--- config.mk ---
export PLATFORM = sky130hd
export DESIGN_NAME = decimal_digit_display_formatter_core
export DESIGN_NICKNAME = d
export VERILOG_FILES = /design/src/hw/rtl/dff_pkg.sv /design/src/hw/rtl/decimal_digit_display_formatter_core.sv /design/src/hw/rtl/dff_min_conv.sv /design/src/hw/rtl/dff_bcd_conv.sv
export SDC_FILE = /design/constraint.sdc
export NUM_CORES = 1
export LEC_CHECK = 0
export BUFFER_PORTS_ARGS = -buffer_cell sky130_fd_sc_hd__buf_2
export CAP_MARGIN = 20
export CELL_PAD_IN_SITES_DETAIL_PLACEMENT = 1
export CELL_PAD_IN_SITES_GLOBAL_PLACEMENT = 1
export CORE_ASPECT_RATIO = 1.75
export CORE_MARGIN = 2
export CORE_UTILIZATION = 30
export CTS_BUF_LIST = sky130_fd_sc_hd__clkbuf_2
export DETAILED_ROUTE_END_ITERATION = 8
export PLACE_DENSITY_LB_ADDON = 0.1
export SKIP_LAST_GASP = 1
export SLEW_MARGIN = 20
export SYNTH_ARGS = -nofsm -noshare
export SYNTH_HDL_FRONTEND = slang
export SYNTH_SLANG_ARGS = --single-unit
--- constraint.sdc ---
create_clock -name clk_i -period 3.2 [get_ports clk_i]
set_input_delay 0.64 -clock clk_i [delete_from_list [all_inputs] [get_ports clk_i]]
set_output_delay 0.64 -clock clk_i [all_outputs]
set_load 0.02 [all_outputs]
--- src/hw/rtl/dff_pkg.sv ---
// Shared types and constants of the decimal digit display formatter.
`default_nettype none

package dff_pkg;

  // Value types
  localparam logic [2:0] ModeU8  = 3'd0;
  localparam logic [2:0] ModeS8  = 3'd1;
  localparam logic [2:0] ModeU16 = 3'd2;
  localparam logic [2:0] ModeS16 = 3'd3;
  localparam logic [2:0] ModeU32 = 3'd4;
  localparam logic [2:0] ModeMin = 3'd5;

  localparam int ValueWidth = 32;
  localparam int BcdDigits  = 10;
  localparam int BcdWidth   = 4 * BcdDigits;
  localparam int DigIdxW    = $clog2(BcdDigits);
  localparam int NbitsW     = 6;
  localparam int MinWidth   = 16;

  localparam logic [NbitsW-1:0] NbitsByte = 6'd8;
  localparam logic [NbitsW-1:0] NbitsHalf = 6'd16;
  localparam logic [NbitsW-1:0] NbitsWord = 6'd32;

  // Maximum digit counts of the byte and halfword types
  localparam int DigitsByte = 3;
  localparam int DigitsHalf = 5;

  localparam logic [7:0] AsciiZero  = 8'h30;
  localparam logic [7:0] AsciiSpace = 8'h20;
  localparam logic [7:0] AsciiMinus = 8'h2d;

  localparam logic [6:0] MinPerHour = 7'd60;
  localparam logic [6:0] HhmmScale  = 7'd100;

  typedef struct packed {
    logic [2:0]  mode;
    logic [31:0] value;
    logic [3:0]  start_position;
    logic [2:0]  digit_count;
  } dff_in_t;

  typedef struct packed {
    logic [3:0] position;
    logic [7:0] character;
    logic       last;
  } dff_out_t;

  typedef struct packed {
    logic              go;
    logic [NbitsW-1:0] nbits;
  } dff_conv_req_t;

  typedef struct packed {
    logic busy;
    logic done;
  } dff_conv_sts_t;

endpackage

`default_nettype wire

--- src/hw/rtl/decimal_digit_display_formatter_core.sv ---
// Per item: the hhmm type first runs a divide by 60 ahead of the BCD converter.
// The bit-serial BCD converter then takes 8, 16 or 32 value bits, by type.
// A digit pass over the ten BCD digits of its word follows.
// Then DISPLAY_WIDTH character beats leave at one per cycle when the sink is ready.
// One item at a time: the next item is accepted after the last beat of the run.
// Reset (rst_ni low, asynchronous) fills the display store with spaces and idles the block.
`default_nettype none

module decimal_digit_display_formatter_core #(
  parameter int DISPLAY_WIDTH = 10,
  parameter int MAX_DIGITS    = 6
) (
  input  wire logic          clk_i,
  input  wire logic          rst_ni,
  input  wire logic          in_valid_i,
  output logic               in_ready_o,
  input  wire dff_pkg::dff_in_t in_data_i,
  output logic               out_valid_o,
  input  wire logic          out_ready_i,
  output dff_pkg::dff_out_t  out_data_o
);

  localparam int IdxW  = $clog2(DISPLAY_WIDTH);
  localparam int CntW  = IdxW + 1;
  localparam int PosW  = $clog2(DISPLAY_WIDTH + 24) + 1;
  localparam int MaxdW = $clog2(MAX_DIGITS + 1);
  localparam int CmpW  = (MaxdW > dff_pkg::DigIdxW) ? MaxdW : dff_pkg::DigIdxW;

  localparam logic [2:0] StIdle = 3'd0;
  localparam logic [2:0] StMin  = 3'd1;
  localparam logic [2:0] StPrep = 3'd2;
  localparam logic [2:0] StConv = 3'd3;
  localparam logic [2:0] StDig  = 3'd4;
  localparam logic [2:0] StEmit = 3'd5;

  logic [2:0]                     state_q, state_d;
  logic [2:0]                     mode_q, mode_d;
  logic [31:0]                    value_q, value_d;
  logic [2:0]                     count_q, count_d;
  logic [PosW-1:0]                start_q, start_d;
  logic [PosW-1:0]                pos_q, pos_d;
  logic [7:0]                     acc_q, acc_d;
  logic [dff_pkg::BcdWidth-1:0]   dig_q, dig_d;
  logic [dff_pkg::DigIdxW-1:0]    digit_q, digit_d;
  logic [IdxW-1:0]                emit_idx_q, emit_idx_d;
  logic                           emit_all_q, emit_all_d;
  logic                           out_valid_q, out_valid_d;
  dff_pkg::dff_out_t              out_q, out_d;
  logic [7:0]                     store_q [DISPLAY_WIDTH];
  logic [7:0]                     store_d [DISPLAY_WIDTH];

  logic                           in_accept;
  logic                           blank;
  logic                           wr_en;
  logic [PosW-1:0]                wr_pos;
  logic [7:0]                     wr_char;
  logic                           wr_ok;
  logic [IdxW-1:0]                wr_idx;

  logic [CmpW-1:0]                maxd;
  logic [CmpW-1:0]                cnt_ext;
  logic                           digits_en;
  logic                           full_top;
  logic [3:0]                     dval;
  logic [10:0]                    acc_sum;
  logic [7:0]                     acc_next;
  logic [CmpW-1:0]                digit_p1;
  logic                           is_top;
  logic                           is_below;
  logic [CntW-1:0]                emit_pos;

  logic                           min_go;
  dff_pkg::dff_conv_sts_t         min_sts;
  logic [dff_pkg::MinWidth-1:0]   hhmm;
  dff_pkg::dff_conv_req_t         bcd_req;
  logic [dff_pkg::ValueWidth-1:0] bcd_data;
  dff_pkg::dff_conv_sts_t         bcd_sts;
  logic [dff_pkg::BcdWidth-1:0]   bcd;

  assign in_ready_o = (state_q == StIdle);
  assign in_accept  = in_valid_i && in_ready_o;
  assign min_go     = in_accept && (in_data_i.mode == dff_pkg::ModeMin);

  dff_min_conv u_min_conv (
    .clk_i     (clk_i),
    .rst_ni    (rst_ni),
    .go_i      (min_go),
    .minutes_i (in_data_i.value[dff_pkg::MinWidth-1:0]),
    .sts_o     (min_sts),
    .hhmm_o    (hhmm)
  );

  dff_bcd_conv u_bcd_conv (
    .clk_i  (clk_i),
    .rst_ni (rst_ni),
    .req_i  (bcd_req),
    .data_i (bcd_data),
    .sts_o  (bcd_sts),
    .bcd_o  (bcd)
  );

  // Per-type digit limit
  always_comb begin
    case (mode_q)
      dff_pkg::ModeU8, dff_pkg::ModeS8:                   maxd = CmpW'(dff_pkg::DigitsByte);
      dff_pkg::ModeU16, dff_pkg::ModeS16, dff_pkg::ModeMin: maxd = CmpW'(dff_pkg::DigitsHalf);
      dff_pkg::ModeU32:                                   maxd = CmpW'(MAX_DIGITS);
      default:                                            maxd = '0;
    endcase
  end

  assign cnt_ext   = CmpW'(count_q);
  assign digits_en = (cnt_ext != '0) && (cnt_ext <= maxd);
  assign full_top  = (cnt_ext == maxd);

  // Horner over the BCD digits, top first: acc = floor(n / 10^i) mod 256
  assign dval     = dig_q[dff_pkg::BcdWidth-1 -: 4];
  assign acc_sum  = {acc_q, 3'b000} + {2'b00, acc_q, 1'b0} + {7'd0, dval};
  assign acc_next = acc_sum[7:0];
  assign digit_p1 = CmpW'(digit_q) + CmpW'(1);
  assign is_top   = (digit_p1 == cnt_ext);
  assign is_below = (digit_p1 < cnt_ext);

  // Converter request, sized and aligned to the MSB per type
  always_comb begin
    bcd_req.go    = (state_q == StPrep);
    bcd_req.nbits = dff_pkg::NbitsWord;
    bcd_data      = value_q;
    case (mode_q)
      dff_pkg::ModeU8: begin
        bcd_req.nbits = dff_pkg::NbitsByte;
        bcd_data      = {value_q[7:0], 24'd0};
      end
      dff_pkg::ModeS8: begin
        bcd_req.nbits = dff_pkg::NbitsByte;
        bcd_data      = {(value_q[7] ? (8'd0 - value_q[7:0]) : value_q[7:0]), 24'd0};
      end
      dff_pkg::ModeU16: begin
        bcd_req.nbits = dff_pkg::NbitsHalf;
        bcd_data      = {value_q[15:0], 16'd0};
      end
      dff_pkg::ModeS16: begin
        bcd_req.nbits = dff_pkg::NbitsHalf;
        bcd_data      = {(value_q[15] ? (16'd0 - value_q[15:0]) : value_q[15:0]), 16'd0};
      end
      dff_pkg::ModeMin: begin
        bcd_req.nbits = dff_pkg::NbitsHalf;
        bcd_data      = {hhmm, 16'd0};
      end
      default: begin
        bcd_req.nbits = dff_pkg::NbitsWord;
        bcd_data      = value_q;
      end
    endcase
  end

  assign emit_pos = {1'b0, emit_idx_q} + CntW'(1);

  always_comb begin
    state_d     = state_q;
    mode_d      = mode_q;
    value_d     = value_q;
    count_d     = count_q;
    start_d     = start_q;
    pos_d       = pos_q;
    acc_d       = acc_q;
    dig_d       = dig_q;
    digit_d     = digit_q;
    emit_idx_d  = emit_idx_q;
    emit_all_d  = emit_all_q;
    out_valid_d = out_valid_q;
    out_d       = out_q;
    blank       = 1'b0;
    wr_en       = 1'b0;
    wr_pos      = pos_q;
    wr_char     = 8'(dval) + dff_pkg::AsciiZero;

    case (state_q)
      StIdle: begin
        if (in_accept) begin
          mode_d  = in_data_i.mode;
          value_d = in_data_i.value;
          count_d = in_data_i.digit_count;
          if (in_data_i.start_position == 4'd0) begin
            blank   = 1'b1;
            start_d = PosW'(DISPLAY_WIDTH + 1) - PosW'(in_data_i.digit_count);
          end else begin
            start_d = PosW'(in_data_i.start_position);
          end
          state_d = (in_data_i.mode == dff_pkg::ModeMin) ? StMin : StPrep;
        end
      end
      StMin: begin
        if (min_sts.done) begin
          state_d = StPrep;
        end
      end
      StPrep: begin
        // place the minus sign left of the first digit
        wr_en   = ((mode_q == dff_pkg::ModeS8) && value_q[7]) ||
                  ((mode_q == dff_pkg::ModeS16) && value_q[15]);
        wr_pos  = start_q - PosW'(1);
        wr_char = dff_pkg::AsciiMinus;
        pos_d   = start_q + PosW'(count_q) - PosW'(dff_pkg::BcdDigits);
        acc_d   = '0;
        digit_d = dff_pkg::DigIdxW'(dff_pkg::BcdDigits - 1);
        state_d = StConv;
      end
      StConv: begin
        if (bcd_sts.done) begin
          dig_d   = bcd;
          state_d = StDig;
        end
      end
      StDig: begin
        wr_en   = digits_en && (is_top || is_below);
        wr_pos  = pos_q;
        wr_char = (is_top && full_top) ? (acc_next + dff_pkg::AsciiZero)
                                       : (8'(dval) + dff_pkg::AsciiZero);
        acc_d   = acc_next;
        dig_d   = {dig_q[dff_pkg::BcdWidth-5:0], 4'd0};
        pos_d   = pos_q + PosW'(1);
        digit_d = digit_q - dff_pkg::DigIdxW'(1);
        if (digit_q == '0) begin
          emit_idx_d = '0;
          emit_all_d = 1'b0;
          state_d    = StEmit;
        end
      end
      StEmit: begin
        if (!out_valid_q || out_ready_i) begin
          if (emit_all_q) begin
            out_valid_d = 1'b0;
            state_d     = StIdle;
          end else begin
            out_valid_d     = 1'b1;
            out_d.position  = emit_pos[3:0];
            out_d.character = store_q[emit_idx_q];
            out_d.last      = (emit_idx_q == IdxW'(DISPLAY_WIDTH - 1));
            if (emit_idx_q == IdxW'(DISPLAY_WIDTH - 1)) begin
              emit_all_d = 1'b1;
            end else begin
              emit_idx_d = emit_idx_q + IdxW'(1);
            end
          end
        end
      end
      default: begin
        state_d = StIdle;
      end
    endcase
  end

  // Drop writes outside positions 1..DISPLAY_WIDTH
  assign wr_ok  = wr_en && !wr_pos[PosW-1] && (wr_pos != '0) &&
                  (wr_pos <= PosW'(DISPLAY_WIDTH));
  assign wr_idx = IdxW'(wr_pos - PosW'(1));

  always_comb begin
    for (int k = 0; k < DISPLAY_WIDTH; k++) begin
      store_d[k] = blank ? dff_pkg::AsciiSpace : store_q[k];
    end
    if (wr_ok) begin
      store_d[wr_idx] = wr_char;
    end
  end

  always_ff @(posedge clk_i or negedge rst_ni) begin
    if (!rst_ni) begin
      state_q     <= StIdle;
      emit_idx_q  <= '0;
      emit_all_q  <= 1'b0;
      out_valid_q <= 1'b0;
      digit_q     <= '0;
      for (int k = 0; k < DISPLAY_WIDTH; k++) begin
        store_q[k] <= dff_pkg::AsciiSpace;
      end
    end else begin
      state_q     <= state_d;
      emit_idx_q  <= emit_idx_d;
      emit_all_q  <= emit_all_d;
      out_valid_q <= out_valid_d;
      digit_q     <= digit_d;
      for (int k = 0; k < DISPLAY_WIDTH; k++) begin
        store_q[k] <= store_d[k];
      end
    end
  end

  always_ff @(posedge clk_i) begin
    mode_q  <= mode_d;
    value_q <= value_d;
    count_q <= count_d;
    start_q <= start_d;
    pos_q   <= pos_d;
    acc_q   <= acc_d;
    dig_q   <= dig_d;
    out_q   <= out_d;
  end

  assign out_valid_o = out_valid_q;
  assign out_data_o  = out_q;

endmodule

`default_nettype wire

--- src/hw/rtl/dff_min_conv.sv ---
// Bit-serial minutes to hhmm converter: restoring divide by 60, then recombine.
`default_nettype none

module dff_min_conv (
  input  wire logic                          clk_i,
  input  wire logic                          rst_ni,
  input  wire logic                          go_i,
  input  wire logic [dff_pkg::MinWidth-1:0]  minutes_i,
  output dff_pkg::dff_conv_sts_t             sts_o,
  output logic      [dff_pkg::MinWidth-1:0]  hhmm_o
);

  localparam int CntW = $clog2(dff_pkg::MinWidth + 2);

  logic                          busy_q, busy_d;
  logic                          done_q, done_d;
  logic [CntW-1:0]               cnt_q, cnt_d;
  logic [dff_pkg::MinWidth-1:0]  num_q, num_d;
  logic [5:0]                    rem_q, rem_d;
  logic [dff_pkg::MinWidth-1:0]  res_q, res_d;
  logic [6:0]                    trial;
  logic                          ge;

  assign trial = {rem_q, num_q[dff_pkg::MinWidth-1]};
  assign ge    = (trial >= dff_pkg::MinPerHour);

  always_comb begin
    busy_d = busy_q;
    done_d = 1'b0;
    cnt_d  = cnt_q;
    num_d  = num_q;
    rem_d  = rem_q;
    res_d  = res_q;
    if (go_i) begin
      busy_d = 1'b1;
      cnt_d  = CntW'(dff_pkg::MinWidth + 1);
      num_d  = minutes_i;
      rem_d  = '0;
    end else if (busy_q) begin
      cnt_d = cnt_q - CntW'(1);
      if (cnt_q == CntW'(1)) begin
        // num_q now holds the hours, rem_q the minutes
        res_d  = dff_pkg::MinWidth'(num_q * dff_pkg::HhmmScale)
               + dff_pkg::MinWidth'(rem_q);
        busy_d = 1'b0;
        done_d = 1'b1;
      end else begin
        rem_d = ge ? 6'(trial - dff_pkg::MinPerHour) : trial[5:0];
        num_d = {num_q[dff_pkg::MinWidth-2:0], ge};
      end
    end
  end

  always_ff @(posedge clk_i or negedge rst_ni) begin
    if (!rst_ni) begin
      busy_q <= 1'b0;
      done_q <= 1'b0;
      cnt_q  <= '0;
    end else begin
      busy_q <= busy_d;
      done_q <= done_d;
      cnt_q  <= cnt_d;
    end
  end

  always_ff @(posedge clk_i) begin
    num_q <= num_d;
    rem_q <= rem_d;
    res_q <= res_d;
  end

  assign sts_o.busy = busy_q;
  assign sts_o.done = done_q;
  assign hhmm_o     = res_q;

endmodule

`default_nettype wire

--- src/hw/rtl/dff_bcd_conv.sv ---
// Bit-serial binary to BCD converter (shift and add-3), one input bit per cycle.
`default_nettype none

module dff_bcd_conv (
  input  wire logic                            clk_i,
  input  wire logic                            rst_ni,
  input  wire dff_pkg::dff_conv_req_t          req_i,
  input  wire logic [dff_pkg::ValueWidth-1:0]  data_i,
  output dff_pkg::dff_conv_sts_t               sts_o,
  output logic      [dff_pkg::BcdWidth-1:0]    bcd_o
);

  logic                              busy_q, busy_d;
  logic                              done_q, done_d;
  logic [dff_pkg::NbitsW-1:0]        cnt_q, cnt_d;
  logic [dff_pkg::ValueWidth-1:0]    bin_q, bin_d;
  logic [dff_pkg::BcdWidth-1:0]      bcd_q, bcd_d;
  logic [dff_pkg::BcdWidth-1:0]      adj;

  function automatic logic [3:0] add3(input logic [3:0] n);
    return (n >= 4'd5) ? (n + 4'd3) : n;
  endfunction

  always_comb begin
    for (int k = 0; k < dff_pkg::BcdDigits; k++) begin
      adj[4*k +: 4] = add3(bcd_q[4*k +: 4]);
    end
  end

  always_comb begin
    busy_d = busy_q;
    done_d = 1'b0;
    cnt_d  = cnt_q;
    bin_d  = bin_q;
    bcd_d  = bcd_q;
    if (req_i.go) begin
      busy_d = 1'b1;
      cnt_d  = req_i.nbits;
      bin_d  = data_i;
      bcd_d  = '0;
    end else if (busy_q) begin
      // shift the next MSB into the adjusted digits
      bcd_d = {adj[dff_pkg::BcdWidth-2:0], bin_q[dff_pkg::ValueWidth-1]};
      bin_d = {bin_q[dff_pkg::ValueWidth-2:0], 1'b0};
      cnt_d = cnt_q - dff_pkg::NbitsW'(1);
      if (cnt_q == dff_pkg::NbitsW'(1)) begin
        busy_d = 1'b0;
        done_d = 1'b1;
      end
    end
  end

  always_ff @(posedge clk_i or negedge rst_ni) begin
    if (!rst_ni) begin
      busy_q <= 1'b0;
      done_q <= 1'b0;
      cnt_q  <= '0;
    end else begin
      busy_q <= busy_d;
      done_q <= done_d;
      cnt_q  <= cnt_d;
    end
  end

  always_ff @(posedge clk_i) begin
    bin_q <= bin_d;
    bcd_q <= bcd_d;
  end

  assign sts_o.busy = busy_q;
  assign sts_o.done = done_q;
  assign bcd_o      = bcd_q;

endmodule

`default_nettype wire

==> impl_metrics.csv <==
group,metric,value,unit
sta,hold_viol_final,0,
logic_synthesis,netlist_instances,1717,
global_route,grt_overflow,0,
worst_setup_path,worst_path_max_delay_cell,"edfxtp_1",
cts,cts_root_buf,"clkbuf_2",
sta,clock-skew-final,0.109,ns
worst_setup_path,cp_max_fo,5,
cts,clk_pin_slew_worst_paths,0.13,ns
routing,vias,13400,
floorplan,start_util,30.3,%
hold_path,hold_class,"primary input to flop",
routing,drt-wirelength-per-cell,18.4,um
sta,fin_hold_ws,0.157,ns
layout,nFillCells,6750,
layout,fin_util,35.4,%
layout,drive_above_1_share,19.7,%
worst_setup_path,worstPathRequired,4.06,ns
cts,tritoncts,"built",
logic_synthesis,seq_area_frac_synth,50.0,%
logic_synthesis,yosys_warnings,0,
floorplan,die_area,60900,um2
routing,topRoutingLayerUsed,"met4",
routing,postRouteAntennaNets,0,
logic_synthesis,ys_types,86,
sta,relSlewSlack,42.2,%
worst_setup_path,path_cells,"ha_1 -> ha_1 -> inv_2 -> fa_1 -> inv_2 -> ha_4 -> and4_1 -> a311oi_2 -> buf_4 -> mux2i_1 -> nand3_2 -> nand4_1 -> xnor2_1",
floorplan,io_pins,61,
floorplan,row_count,117,
place,place.gp.congestion,0.767,
global_route,first_global_vias,14700,
routing,vias_per_cell,4.87,
layout,fin_area,20600,um2
sta,finalCriticalPeriod,3.34,ns
place,placed_cell_area,19200,um2
floorplan,die_y,325,um
routing,drc,0,
worst_setup_path,r2r.worst_path.cells,13,
floorplan,coreArea,58300,um2
worst_setup_path,worstPathArrival,4.20,ns
global_route,antenna_found_initial,2,
power_and_ir_drop,leakagePower,8.85,nW
sta,setup_viol,4,
routing,dr_wl_met2,28.4,mm
sta,fmax,300,MHz
logic_synthesis,avgSynthCellArea,10.3,um2
worst_setup_path,max_stage_delay,0.48,ns
logic_synthesis,netlist_top_cells_area,"edfxtp_1 29%, dfrtp_1 14%, ha_1 6.3%",
run_status,violations,"negative setup slack",
global_route,grt_pass1_wl,80.6,mm
worst_setup_path,crit_buf_inv,3,
sta,period_share,104,%
worst_setup_path,cp.depth,13,
worst_setup_path,end_kind,"flop",
flow_run,drv_cap,0,
logic_synthesis,yosysMostFrequentCell,"nand2_1",
cts,cts_max_path_buffers,3,
place,portBuffers,60,
routing,drt_first_pass_iters,4,
cts,htree_levels,3,
logic_synthesis,synth_common_cells,"257 x nand2_1, 173 x edfxtp_1, 127 x nor2_1",
logic_synthesis,ys_async_sr_fraction,33.0,%
logic_synthesis,syn_nets,1865,
routing,met1_length,18.9,mm
routing,routed_wl,50.7,mm
logic_synthesis,synth_top_cell_area_share,29.4,%
worst_setup_path,critPathLaunchType,"flop",
layout,areaGrowthSynthToFinish,16.9,%
logic_synthesis,syn_area,17700,um2
sta,rsz0062_at_grt,"true",
cts,clkLatencyLatePin,1.13,ns
layout,fin_nets,2052,
worst_setup_path,criticalPathCategory,"flop to flop",
sta,finalSetupTns,-0.443,ns
logic_synthesis,synth_flop_cell,"edfxtp_1",
sta,worst_pin_slew,0.843,ns
power_and_ir_drop,cellPowerDensity,1060,nW/um2
logic_synthesis,ys_ff_latch,327,
logic_synthesis,synth_top_cell_by_area,"edfxtp_1",
routing,met3WireLength,1.56,mm
logic_synthesis,synth-edff-count,173,
sta,worst_slack,-0.139,ns
cts,clock_sinks,327,
power_and_ir_drop,ir_drop,0.00105,V
global_route,grt_max_degree,71,
hold_path,hold_depth,4,
floorplan,die_x,187,um
global_route,grt_usage,17.0,%
place,place_hpwl,36.1,mm
worst_setup_path,crit_family,"adder cells",
routing,drt-initial-drc-count,488,
run_status,outcome,"finished, violations left",
sta,drv_slew,0,
cts,numCtsBuffers,86,
## metal layers
layer / vias up / GRT usage [%]
li1: 6441 / -
met1: 6655 / 16.9
met2: 215 / 33.6
met3: 104 / 2.83
met4: 0 / 8.01
met5: - / 0
## sequential cells by signal, indices dropped and copies added, names as in the netlist, 5 cells and up
signal and cells:
u_min_conv.rem_q 6, u_bcd_conv.bcd_o 40, u_min_conv.cnt_q 5, u_min_conv.hhmm_o 16
u_bcd_conv.cnt_q 6, out_data_o 13, dig_q 40, u_bcd_conv.bin_q 32
u_min_conv.num_q 16, pos_q 7, store_q 80, value_q 32
acc_q 7
## tightest hold or removal path: stages
cell and delay (ns):
buf_2 0.11, nand2_1 0.18, nor2_2 0.12, nor2_1 0.10
## final timing paths
| path | start | endpoint | slack (ns) |
|---|---|---|---|
| worst min-delay path | in_valid_i | u_min_conv.cnt_q[2] | 0.16 |
| worst min register to register | dig_q[6] | dig_q[10] | 0.47 |
| max in group asynchronous | rst_ni | store_q[12] | 1.14 |
| min in group asynchronous | rst_ni | store_q[66] | 0.58 |
| worst max-delay path | u_min_conv.num_q[4] | u_min_conv.hhmm_o[15] | -0.14 |
| worst max register to register | u_min_conv.num_q[4] | u_min_conv.hhmm_o[15] | -0.14 |
## what timing repair did
item,4_1_cts,5_1_grt
endpoints found under the hold margin,173,0
pin swaps,8,14
gates resized for setup,5,18
buffers inserted,1,5
setup endpoints to repair,4,32
hold buffers,47,0
## stage by stage
stage | power (mW) | setup slack (ns) | cells
6_report | 21.8 | -0.139 | 2754
5_1_grt | 23.9 | -0.215 | 2754
4_1_cts | 21.7 | -0.152 | 2744
3_5_place_dp | 18.2 | -0.177 | 2536
3_3_place_gp | 17.9 | -0.114 | 2536
2_1_floorplan | 14.5 | 0.00117 | 1717
## kinds of logic after synthesis
logic type	count (synthesis)	share of synthesized area, %
simple gates	584	15.6
compound gates	321	10.9
xor+xnor	84	4.17
mux	101	6.92
flops	327	50.0
fa+ha+maj	102	7.78
buf+inv	198	4.58
## cell usage in the layout (no fill, tap or decap), types with 46 or more instances in the layout
| cell type | count |
|---|---|
| nand2_1 | 254 |
| edfxtp_1 | 173 |
| clkbuf_2 | 147 |
| nor2_1 | 126 |
| o21ai_0 | 117 |
| inv_1 | 101 |
| dfrtp_1 | 97 |
| a21oi_1 | 85 |
| ha_1 | 82 |
| buf_4 | 79 |
| mux2i_1 | 76 |
| buf_2 | 59 |
| nand3_1 | 58 |
| xnor2_1 | 49 |
| dlygate4sd3_1 | 47 |
| dfxtp_1 | 46 |
## power by group
group | internal, mW | switching (mW) | total (mW)
Combinational | 5.66 | 6.29 | 12.0
Sequential | 6.06 | 0.790 | 6.85
Clock | 1.19 | 1.85 | 3.04
Total | 12.9 | 8.94 | 21.8
## cell type report
class / count / area (um2) / area share, %
Sequential cell: 327 / 8830 / 42.8
Tap cell: 773 / 967 / 4.68
Inverter: 108 / 405 / 1.96
Clock inverter: 13 / 48.8 / 0.236
Clock buffer: 147 / 736 / 3.56
Multi-Input combinational cell: 1192 / 8220 / 39.8
Timing Repair Buffer: 189 / 1430 / 6.93
Antenna cell: 5 / 12.5 / 0.0606
(Power assumes the default switching activity.)
